==> config.mk <==
export PLATFORM = sky130hd
export DESIGN_NAME = masked_pattern_scanner_core
export DESIGN_NICKNAME = d
export VERILOG_FILES = /design/src/hw/rtl/mps_pkg.sv /design/src/hw/rtl/mps_cell.sv /design/src/hw/rtl/mps_tally.sv /design/src/hw/rtl/masked_pattern_scanner_core.sv
export SDC_FILE = /design/constraint.sdc
export NUM_CORES = 1
export LEC_CHECK = 0
export BUFFER_PORTS_ARGS = -buffer_cell sky130_fd_sc_hd__buf_2
export CORE_MARGIN = 4
export CORE_UTILIZATION = 30
export DETAILED_ROUTE_END_ITERATION = 10
export PLACE_DENSITY = 0.51
export SYNTH_ARGS = -nofsm -noshare
export SYNTH_HDL_FRONTEND = slang
export SYNTH_SLANG_ARGS = --single-unit
==> constraint.sdc <==
create_clock -name clk_i -period 8 [get_ports clk_i]
set_input_delay 1.6 -clock clk_i [delete_from_list [all_inputs] [get_ports clk_i]]
set_output_delay 1.6 -clock clk_i [all_outputs]
set_load 0.01 [all_outputs]
==> src/hw/rtl/mps_pkg.sv <==
// Package of the masked pattern scanner: sizes, register index codes and
// the structs passed between the scanner modules. No dependencies.
package mps_pkg;

  localparam int MaxPattern = 16;
  localparam int AddrWidth  = 32;
  localparam int ByteWidth  = 8;
  localparam int CountWidth = 16;
  localparam int LenWidth   = 5;
  localparam int CellIdxW   = $clog2(MaxPattern);
  localparam int CfgWidth   = 64;
  localparam int CfgIdxW    = 2;

  typedef enum logic [CfgIdxW-1:0] {
    CfgPatternLow  = 2'd0,
    CfgPatternHigh = 2'd1,
    CfgCompareMask = 2'd2,
    CfgPatternLen  = 2'd3
  } cfg_reg_e;

  // one evaluated window position handed to the tally
  typedef struct packed {
    logic                advance;
    logic                hit;
    logic                last;
    logic [LenWidth-1:0] len;
  } step_t;

  typedef struct packed {
    logic [CountWidth-1:0] total;
    logic [AddrWidth-1:0]  addr;
    logic                  unique_hit;
  } result_t;

endpackage

==> src/hw/rtl/mps_cell.sv <==
// One window cell of the masked pattern scanner: holds one byte and its
// fill bit, passes both on to the next cell. Uses mps_pkg.
module mps_cell (
  input  logic                         clk_i,
  input  logic                         rst_ni,
  input  logic                         shift_i,
  input  logic [mps_pkg::ByteWidth-1:0] byte_i,
  input  logic                         valid_i,
  input  logic [mps_pkg::ByteWidth-1:0] expect_i,
  input  logic                         care_i,
  output logic [mps_pkg::ByteWidth-1:0] byte_o,
  output logic                         valid_o,
  output logic                         hit_o
);
  import mps_pkg::*;

  logic [ByteWidth-1:0] byte_q, byte_d;
  logic                 valid_q, valid_d;

  always_comb begin
    byte_d  = byte_q;
    valid_d = valid_q;
    if (shift_i) begin
      byte_d  = byte_i;
      valid_d = valid_i;
    end
  end

  always_ff @(posedge clk_i or negedge rst_ni) begin
    if (!rst_ni) begin
      valid_q <= 1'b0;
    end else begin
      valid_q <= valid_d;
    end
  end

  always_ff @(posedge clk_i) begin
    byte_q <= byte_d;
  end

  // don't-care positions always pass
  assign hit_o   = !care_i || (byte_q == expect_i);
  assign byte_o  = byte_q;
  assign valid_o = valid_q;

endmodule

==> src/hw/rtl/mps_tally.sv <==
// Match counter, last-match address and result register of the masked
// pattern scanner. Uses mps_pkg.
module mps_tally (
  input  logic                          clk_i,
  input  logic                          rst_ni,
  input  mps_pkg::step_t                step_i,
  input  logic [mps_pkg::AddrWidth-1:0] addr_i,
  input  logic                          out_ready_i,
  output logic                          out_valid_o,
  output mps_pkg::result_t              result_o,
  output logic                          busy_o
);
  import mps_pkg::*;

  logic [CountWidth-1:0] cnt_q, cnt_d, cnt_new;
  logic [AddrWidth-1:0]  last_addr_q, last_addr_d, addr_new, hit_addr;
  logic                  out_valid_q, out_valid_d;
  result_t               result_q, result_d;

  assign hit_addr = addr_i - {{(AddrWidth-LenWidth){1'b0}}, step_i.len} + AddrWidth'(1);

  always_comb begin
    cnt_new  = cnt_q;
    addr_new = last_addr_q;
    if (step_i.hit) begin
      if (cnt_q != {CountWidth{1'b1}}) cnt_new = cnt_q + CountWidth'(1);
      addr_new = hit_addr;
    end
  end

  always_comb begin
    cnt_d       = cnt_q;
    last_addr_d = last_addr_q;
    result_d    = result_q;
    out_valid_d = out_valid_q && !out_ready_i;
    if (step_i.advance) begin
      cnt_d       = cnt_new;
      last_addr_d = addr_new;
      if (step_i.last) begin
        result_d.total      = cnt_new;
        result_d.addr       = (cnt_new != '0) ? addr_new : '0;
        result_d.unique_hit = (cnt_new == CountWidth'(1));
        out_valid_d         = 1'b1;
        cnt_d               = '0;
        last_addr_d         = '0;
      end
    end
  end

  always_ff @(posedge clk_i or negedge rst_ni) begin
    if (!rst_ni) begin
      cnt_q       <= '0;
      last_addr_q <= '0;
      out_valid_q <= 1'b0;
    end else begin
      cnt_q       <= cnt_d;
      last_addr_q <= last_addr_d;
      out_valid_q <= out_valid_d;
    end
  end

  always_ff @(posedge clk_i) begin
    result_q <= result_d;
  end

  assign out_valid_o = out_valid_q;
  assign result_o    = result_q;
  assign busy_o      = out_valid_q && !out_ready_i;

endmodule

==> src/hw/rtl/masked_pattern_scanner_core.sv <==
// Top level of the masked pattern scanner: config registers, the row of
// window cells and the evaluation stage. Uses mps_pkg, mps_cell, mps_tally.
//
//  channel   dir  handshake                       content
//  s_axis    in   s_axis_tvalid / s_axis_tready   byte, address, section start, scan end
//  m_axis    out  m_axis_tvalid / m_axis_tready   match total, address, unique flag
//  cfg       in   cfg_valid_i / cfg_ready_o       register index, 64-bit data
//
// One byte per cycle is accepted while s_axis_tready is high and goes into
// cell 0 of the 16-cell window and the evaluation stage; all cells compare
// against the aligned pattern in parallel and the tally updates as the stage
// advances. A scan-end byte leaving the stage registers a result for m_axis.
// s_axis_tready drops only while a scan-end byte waits in the evaluation
// stage and the previous result is still not taken. Reset clears fill bits,
// counters and handshake state; cfg_ready_o is always high.
module masked_pattern_scanner_core (
  input  logic                            clk_i,
  input  logic                            rst_ni,
  // config write channel
  input  logic                            cfg_valid_i,
  output logic                            cfg_ready_o,
  input  logic [mps_pkg::CfgIdxW-1:0]     cfg_index_i,
  input  logic [mps_pkg::CfgWidth-1:0]    cfg_data_i,
  // input stream
  input  logic                            s_axis_tvalid,
  output logic                            s_axis_tready,
  input  logic [39:0]                     s_axis_tdata,  // [7:0] data_byte, [39:8] byte_address
  input  logic                            s_axis_tuser,  // [0] section_start
  input  logic                            s_axis_tlast,  // scan_end
  // result stream
  output logic                            m_axis_tvalid,
  input  logic                            m_axis_tready,
  output logic [47:0]                     m_axis_tdata,  // [31:0] match_address, [47:32] match_total
  output logic                            m_axis_tuser   // [0] unique_match
);
  import mps_pkg::*;

  // ---------------- config registers ----------------
  logic [2*CfgWidth-1:0] pattern_q, pattern_d;
  logic [MaxPattern-1:0] mask_q, mask_d;
  logic [LenWidth-1:0]   len_q, len_d;

  always_comb begin
    pattern_d = pattern_q;
    mask_d    = mask_q;
    len_d     = len_q;
    if (cfg_valid_i) begin
      case (cfg_reg_e'(cfg_index_i))
        CfgPatternLow:  pattern_d[CfgWidth-1:0]          = cfg_data_i;
        CfgPatternHigh: pattern_d[2*CfgWidth-1:CfgWidth] = cfg_data_i;
        CfgCompareMask: mask_d = cfg_data_i[MaxPattern-1:0];
        CfgPatternLen:  len_d  = cfg_data_i[LenWidth-1:0];
        default: ;
      endcase
    end
  end

  always_ff @(posedge clk_i or negedge rst_ni) begin
    if (!rst_ni) begin
      pattern_q <= '0;
      mask_q    <= '1;
      len_q     <= '0;
    end else begin
      pattern_q <= pattern_d;
      mask_q    <= mask_d;
      len_q     <= len_d;
    end
  end

  assign cfg_ready_o = 1'b1;

  // ---------------- input side ----------------
  logic                 accept;
  logic                 stall;
  logic                 clear;
  logic                 after_end_q;
  logic [ByteWidth-1:0] in_byte;
  logic [AddrWidth-1:0] in_addr;

  assign in_byte = s_axis_tdata[ByteWidth-1:0];
  assign in_addr = s_axis_tdata[ByteWidth+AddrWidth-1:ByteWidth];
  assign accept  = s_axis_tvalid && s_axis_tready;
  // window restarts at a section start and after the previous scan ended
  assign clear   = s_axis_tuser || after_end_q;

  always_ff @(posedge clk_i or negedge rst_ni) begin
    if (!rst_ni) begin
      after_end_q <= 1'b0;
    end else if (accept) begin
      after_end_q <= s_axis_tlast;
    end
  end

  // ---------------- evaluation stage ----------------
  logic                 s1_valid_q, s1_valid_d;
  logic                 s1_last_q;
  logic [AddrWidth-1:0] s1_addr_q;
  logic                 advance;
  logic                 tally_busy;

  assign stall         = s1_valid_q && s1_last_q && tally_busy;
  assign s_axis_tready = !stall;
  assign advance       = s1_valid_q && !stall;

  always_comb begin
    s1_valid_d = s1_valid_q;
    if (accept)       s1_valid_d = 1'b1;
    else if (advance) s1_valid_d = 1'b0;
  end

  always_ff @(posedge clk_i or negedge rst_ni) begin
    if (!rst_ni) begin
      s1_valid_q <= 1'b0;
    end else begin
      s1_valid_q <= s1_valid_d;
    end
  end

  always_ff @(posedge clk_i) begin
    if (accept) begin
      s1_last_q <= s_axis_tlast;
      s1_addr_q <= in_addr;
    end
  end

  // ---------------- cell row ----------------
  // cell k holds the k-th newest byte; it lines up with pattern byte len-1-k
  logic [ByteWidth-1:0]  cell_byte  [MaxPattern];
  logic [ByteWidth-1:0]  cell_in    [MaxPattern];
  logic [ByteWidth-1:0]  cell_exp   [MaxPattern];
  logic [MaxPattern-1:0] cell_valid;
  logic [MaxPattern-1:0] cell_vin;
  logic [MaxPattern-1:0] cell_care;
  logic [MaxPattern-1:0] cell_hit;

  for (genvar k = 0; k < MaxPattern; k++) begin : g_cell
    logic [LenWidth-1:0] pat_idx;
    assign pat_idx      = len_q - LenWidth'(k) - LenWidth'(1);
    assign cell_care[k] = (LenWidth'(k) < len_q) && mask_q[pat_idx[CellIdxW-1:0]];
    assign cell_exp[k]  = pattern_q[ByteWidth*pat_idx[CellIdxW-1:0] +: ByteWidth];

    if (k == 0) begin : g_head
      assign cell_in[k]  = in_byte;
      assign cell_vin[k] = 1'b1;
    end else begin : g_body
      assign cell_in[k]  = cell_byte[k-1];
      assign cell_vin[k] = cell_valid[k-1] && !clear;
    end

    mps_cell u_cell (
      .clk_i    (clk_i),
      .rst_ni   (rst_ni),
      .shift_i  (accept),
      .byte_i   (cell_in[k]),
      .valid_i  (cell_vin[k]),
      .expect_i (cell_exp[k]),
      .care_i   (cell_care[k]),
      .byte_o   (cell_byte[k]),
      .valid_o  (cell_valid[k]),
      .hit_o    (cell_hit[k])
    );
  end

  // length 0 and lengths above the window never match
  logic                len_ok;
  logic [LenWidth-1:0] len_m1;
  logic                window_hit;

  assign len_ok     = (len_q != '0) && (len_q <= LenWidth'(MaxPattern));
  assign len_m1     = len_q - LenWidth'(1);
  assign window_hit = len_ok && cell_valid[len_m1[CellIdxW-1:0]] && (&cell_hit);

  // ---------------- tally and result register ----------------
  step_t   step;
  result_t result;

  assign step.advance = advance;
  assign step.hit     = advance && window_hit;
  assign step.last    = s1_last_q;
  assign step.len     = len_q;

  mps_tally u_tally (
    .clk_i       (clk_i),
    .rst_ni      (rst_ni),
    .step_i      (step),
    .addr_i      (s1_addr_q),
    .out_ready_i (m_axis_tready),
    .out_valid_o (m_axis_tvalid),
    .result_o    (result),
    .busy_o      (tally_busy)
  );

  assign m_axis_tdata = {result.total, result.addr};
  assign m_axis_tuser = result.unique_hit;

`ifndef NO_ASSERTIONS
  // input only backs up behind a pending result
  a_stall_cause: assert property (@(posedge clk_i) disable iff (!rst_ni)
    !s_axis_tready |-> (m_axis_tvalid && !m_axis_tready && s1_valid_q))
    else $error("input stalled without a pending result");

  // unique flag only with a count of one
  a_unique: assert property (@(posedge clk_i) disable iff (!rst_ni)
    (m_axis_tvalid && m_axis_tuser) |-> (m_axis_tdata[47:32] == 16'd1))
    else $error("unique flag with count other than one");

  // zero matches report address zero
  a_no_match_addr: assert property (@(posedge clk_i) disable iff (!rst_ni)
    (m_axis_tvalid && (m_axis_tdata[47:32] == 16'd0)) |-> (m_axis_tdata[31:0] == 32'd0))
    else $error("address set without any match");

  // an accepted byte is held in the evaluation stage in the next cycle
  a_s1_load: assert property (@(posedge clk_i) disable iff (!rst_ni)
    accept |=> s1_valid_q)
    else $error("accepted byte missing from evaluation stage");

  // a scan-end byte that leaves the evaluation stage produces a result
  a_result: assert property (@(posedge clk_i) disable iff (!rst_ni)
    (advance && s1_last_q) |=> m_axis_tvalid)
    else $error("scan end produced no result");
`endif

endmodule
After elaboration in Yosys (flattened, before gate mapping)
Cells that the tools add are included.

storage, ports and cells
  bits of input ports = 113
  word-level logic and storage cells = 278
  bits in registers = 426

operators by class
  order comparisons = 33
  add/subtract/negate cells = 33
  shift-type cells = 16
  eq/ne operators = 21
  mux-type cells = 43
  reductions and logical operators = 86

operators with widths
  cell                   number
  $shiftx 128x8->8       16
  $eq 8x8->1             16
  $lt 4x5->1 const B     16
  $bmux 1 s4             17
  $mux 32                2
  $sub 4x1->4 const B    16
  $mux 16                3
  $logic_and 1x1->1      40
  $lt 4x5->1 const A     8
  $add 32x1->32 const B  1
  $sub 32x5->32          1
  $sub 4x4->4 const B    8
  $mux 1                 21
  $lt 3x5->1 const A     4
  $logic_not 1->1        19
  $logic_or 1x1->1       17
  $add 16x1->16 const B  1
  $eq 16x1->1 const B    1
  $ne 16x16->1 const B   1
  $reduce_and 16->1      1
  $reduce_bool 16->1     1
  $sub 4x3->4 const B    4
  $lt 1x5->1 const A     2
  $lt 2x5->1 const A     2
  8 further kinds        14

Depth between registers and ports, before layout
  depth in word-level cells = 12
  mapped depth = 25

Cells and area by module
From an unflattened synthesis, not the netlist that was laid out.

unflattened totals
  cell total of the unflattened synthesis = 1968
  area, all modules = 27420.0 sq um

modules (own cells, without submodules)
  module                       times used  seq. area each (sq um)  cells an instance  area an instance (sq um)
  masked_pattern_scanner_core  1           4789.6                  924                15064.4
  mps_tally                    1           2697.6                  708                6530.0
  mps_cell                     16          265.3                   21                 364.1

Least setup slack after synthesis
OpenSTA, ideal clock, no wires.

  path type = register -> register
  from = register len_q[0]
  to = register u_tally.result_q, in the netlist u_tally.result_o[13], data pin
  buffers on the path = 10
  data required time = 7.733 ns
  stages on the path, launching flop included = 23
  path slack = 1.980 ns
  library setup time = 0.267 ns
  arrival time = 5.753 ns
  clock period less this slack = 6.020 ns
  cell sequence = dfrtp_1 -> buf_4 -> buf_6 -> inv_2 -> buf_2 -> buf_2 -> buf_1 -> ha_1 -> buf_2 -> buf_2 -> buf_2 -> buf_2 -> mux4_2 -> mux4_2 -> xnor2_1 -> nand3_1 -> o31a_1 -> nor4_1 -> nand4_1 -> a22oi_1 -> nor4b_4 -> buf_4 -> a21oi_1

between the ends
  cells in the longest elaborated chain, start to end = 12

RTL lines
  element                                               RTL line                           RTL
  from (decl)                                           masked_pattern_scanner_core.sv:41  logic [LenWidth-1:0] len_q, len_d;
  from (signal assigned)                                masked_pattern_scanner_core.sv:66  len_q <= len_d;
  branches (longest 12 deep; another with $sub 4x1->4)  -
  to (signal assigned)                                  mps_tally.sv:63                    result_q <= result_d;
  to (decl)                                             mps_tally.sv:18                    result_t result_q, result_d;

Parallel ways; which one is timed is not known. The select of a mux whose other input is x is not followed.
A chain may end at the register's enable or synchronous reset.

Final worst setup path
  from = register len_q[1]
  to = register u_tally.result_q, in the netlist u_tally.result_o[0], data pin

between the ends
  cells in the longest elaborated chain, start to end = 12

RTL lines
  element                                              RTL line                            RTL
  branches (longest 8 deep; another with $sub 4x1->4)  -
  $logic_and 1x1->1 *                                  masked_pattern_scanner_core.sv:171  assign window_hit = len_ok && cell_valid[len_m1[CellIdxW-1:0]] && (&cell_hit);
  $logic_and 1x1->1 *                                  masked_pattern_scanner_core.sv:178  assign step.hit = advance && window_hit;
  $mux 16 *                                            mps_tally.sv:25                     if (step_i.hit) begin
  $eq 16x1->1 *                                        mps_tally.sv:42                     result_d.unique_hit = (cnt_new == CountWidth'(1));

Mark *: on every way between the ends. The select of a mux whose other input is x is not followed.

==> qor.txt <==
status: completed
initial antenna violation count: 4
Critical Path AT: 6530 ps
worst r2r src: len_q[1]
drt drc: 0
top cells by count, synth: mux4_2, edfxtp_1, dfrtp_1
starting density of the core: 30.4%
number of synthesized flops with an enable pin: 210
share of cells above drive strength 1: 36.9%
CTS resizes: 0
Max Cap Viol: 0
WL final: 87100 µm
worst slew pin tran: 1060 ps
Tot GR Track Use: 17.5%
clock transition at the registers of the reported paths: 60 ps
CTS buffer count: 53
hold path start: g_cell[4].u_cell.byte_o[1]
Layout fillers: 8950
max layer used: met5
Setup Skew: 26.2 ps
Worst Setup SP: len_q[1]
Nets: 2302
antenna-violating nets left: 0
Die Wd: 313 µm
Placeable Area: 92100 µm²
count of cell types in the netlist: 70
register bit total from synthesis: 426
top-area cell type share of the netlist area: 24.2%
Post-CTS Hold Fix Bufs: 0
leading area contributor after synthesis: mux4_2
CTS tree: yes
Peak VDD IR: 186 µV
ys async rst share: 50.7%
vias in the first global route: 19300
critical path capture point type: register
GPL Wtd Cong: 0.910
Syn Nets: 2179
DP HPWL: 65500 µm
met2 WL: 39700 µm
power density over cell area: 322 nW/µm²
CTS root buf: clkbuf_16
die footprint: 98300 µm²
combinational power share: 47.0%
Post-DP Area: 30200 µm²
Final Total Pwr: 0.0103 W
main flop type after synthesis: edfxtp_1
Vias: 19100
1st-iter DRT viols: 2007
crit path kind: register to register
GRT Residual Overflow: 0
first-pass GRT wire length: 130000 µm
DR WL met3: 7360 µm
RSZ-0062 raised after global routing: false
crit-path max FO: 50
largest net degree at the start of global routing: 107
fmax: 162 MHz
sequential share of the synthesized area: 41.9%
Area contributors post-synth: mux4_2, edfxtp_1, dfrtp_1, mux2_2, mux2i_1
period utilisation layout: 77.0%
average size of a mapped cell: 13.9 µm²
Finished Cell Area: 32000 µm²
final hold violations: 0
CTS max path bufs: 3
synthesis-to-finish area growth: 14.3%
CTS Sinks: 426
Multi-input gate area: 15500 µm²
switching share of power: 38.6%
yosys synthesis warning count: 0
leakage power: 12.0 nW
drt pass-1 iters: 5
Cells after Synth: 2020
post-CTS setup buffers: 0
net load switching power: 0.00397 W
clock power share: 24.1%
met1 WL: 37800 µm
Setup Viol. Count Final: 0
final setup margin: 1840 ps
drt wl/cell: 25.4 µm
fin. max-slew vios: 0
port bufs: 163
Slew HR: 29.0%
internal power: 0.00632 W
worst skew pair latency: 620 ps
drt via density: 5.57
worst slack at placement: 1760 ps
Die H: 313 µm
FF/Latch Area: 11700 µm²
count leader, synth: mux4_2
CTS H-tree depth: 2
Seq pwr share: 28.9%
Ports: 165
CP startpoint kind: register
synthesized cell area: 28000 µm²
crit path time final: 6160 ps
Rows: 111
WP data required: 8370 ps
TNS Setup: 0 ps
Hold Path Class: register to register
worst max-delay path: stages, from the launching register on:
cell      delay, ps
dfrtp_4         610
inv_2           200
ha_4            820
buf_12          340
mux4_2          430
mux4_2          510
xnor2_1         260
nand4_1         120
a2111o_1        510
nor3_2          760
nand3_1         240
a211oi_1        440
nor4b_4          90
buf_4           260
and4b_1         230
metal layers:
layer  vias to the layer above  track usage (%)
li1                       8209                -
met1                      9959             25.3
met2                       855             27.2
met3                       117             3.40
met4                         2             4.42
met5                         -                0
layout by cell type (no fill, tap or decap), drive strengths merged, types with 33 or more instances in the layout:
cell	count
ha	45
mux4	301
dfrtp	200
inv	56
xnor2	144
mux2	165
edfxtp	210
nand2	106
mux2i	140
clkbuf	73
buf	206
nor2	57
nand4	33
a21oi	98
xor2	59
o21ai	72
worst paths after layout:
kind	endpoint	slack, ps	cells after the start
hold reg to reg	g_cell[5].u_cell.byte_o[1]	450	0
min in group asynchronous	pattern_q[69]	1020	1
max in group asynchronous	u_tally.last_addr_q[17]	5540	2
setup reg to reg	u_tally.result_o[0]	1840	14
setup / recovery	u_tally.result_o[0]	1840	14
hold / removal	g_cell[5].u_cell.byte_o[1]	450	0
kinds of logic after synthesis:
family                     count (synthesis)  share of synthesized area (%)
AOI/OAI and AO/OA                        262                           5.62
buffers and inverters                    188                           3.02
DFF                                      426                           41.9
muxes                                    606                           35.9
adders and majority gates                 46                           2.08
other                                      1                         0.0134
and+or+nand+nor                          288                           5.04
xor gates and xnor gates                 203                           6.46
through the flow:
| stage | hold slack (ps) | utilization, % | std cells |
|---|---|---|---|
| after floorplan | 445 | - | 2020 |
| after global placement | 450 | 32.8 | 3331 |
| after detailed placement | 457 | 32.8 | 3331 |
| after CTS | 456 | 34.7 | 3431 |
| after global routing | 477 | 34.7 | 3431 |
| final | 455 | 34.7 | 3434 |
layout make-up:
| type | instances | share of cell area (%) |
|---|---|---|
| Tap cell | 1243 | 4.86 |
| Clock inverter | 27 | 0.825 |
| Inverter | 50 | 0.602 |
| Sequential cell | 426 | 36.7 |
| Multi-Input combinational cell | 1406 | 48.5 |
| Antenna cell | 3 | 0.0235 |
| Clock buffer | 73 | 4.83 |
| Timing Repair Buffer | 206 | 3.67 |
flip-flops by register name (all words and copies together) (netlist names), 5 cells and up:
register / cells
pattern_q: 128
u_tally.result_o: 49
s1_addr_q: 32
g_cell.u_cell.byte_o: 128
len_q: 5
u_tally.last_addr_q: 32
mask_q: 16
u_tally.cnt_q: 16
g_cell.u_cell.valid_o: 16
power by group through the flow:
| stage | combinational, W | sequential, W | clock [W] |
|---|---|---|---|
| floorplan | 0.00346 | 0.00281 | 0 |
| global placement | 0.00479 | 0.00298 | 0 |
| detailed placement | 0.00483 | 0.00300 | 0 |
| CTS | 0.00485 | 0.00296 | 0.00255 |
| global route | 0.00512 | 0.00301 | 0.00264 |
| finish | 0.00484 | 0.00298 | 0.00248 |
Note: power is estimated with default switching activity, not from simulation.
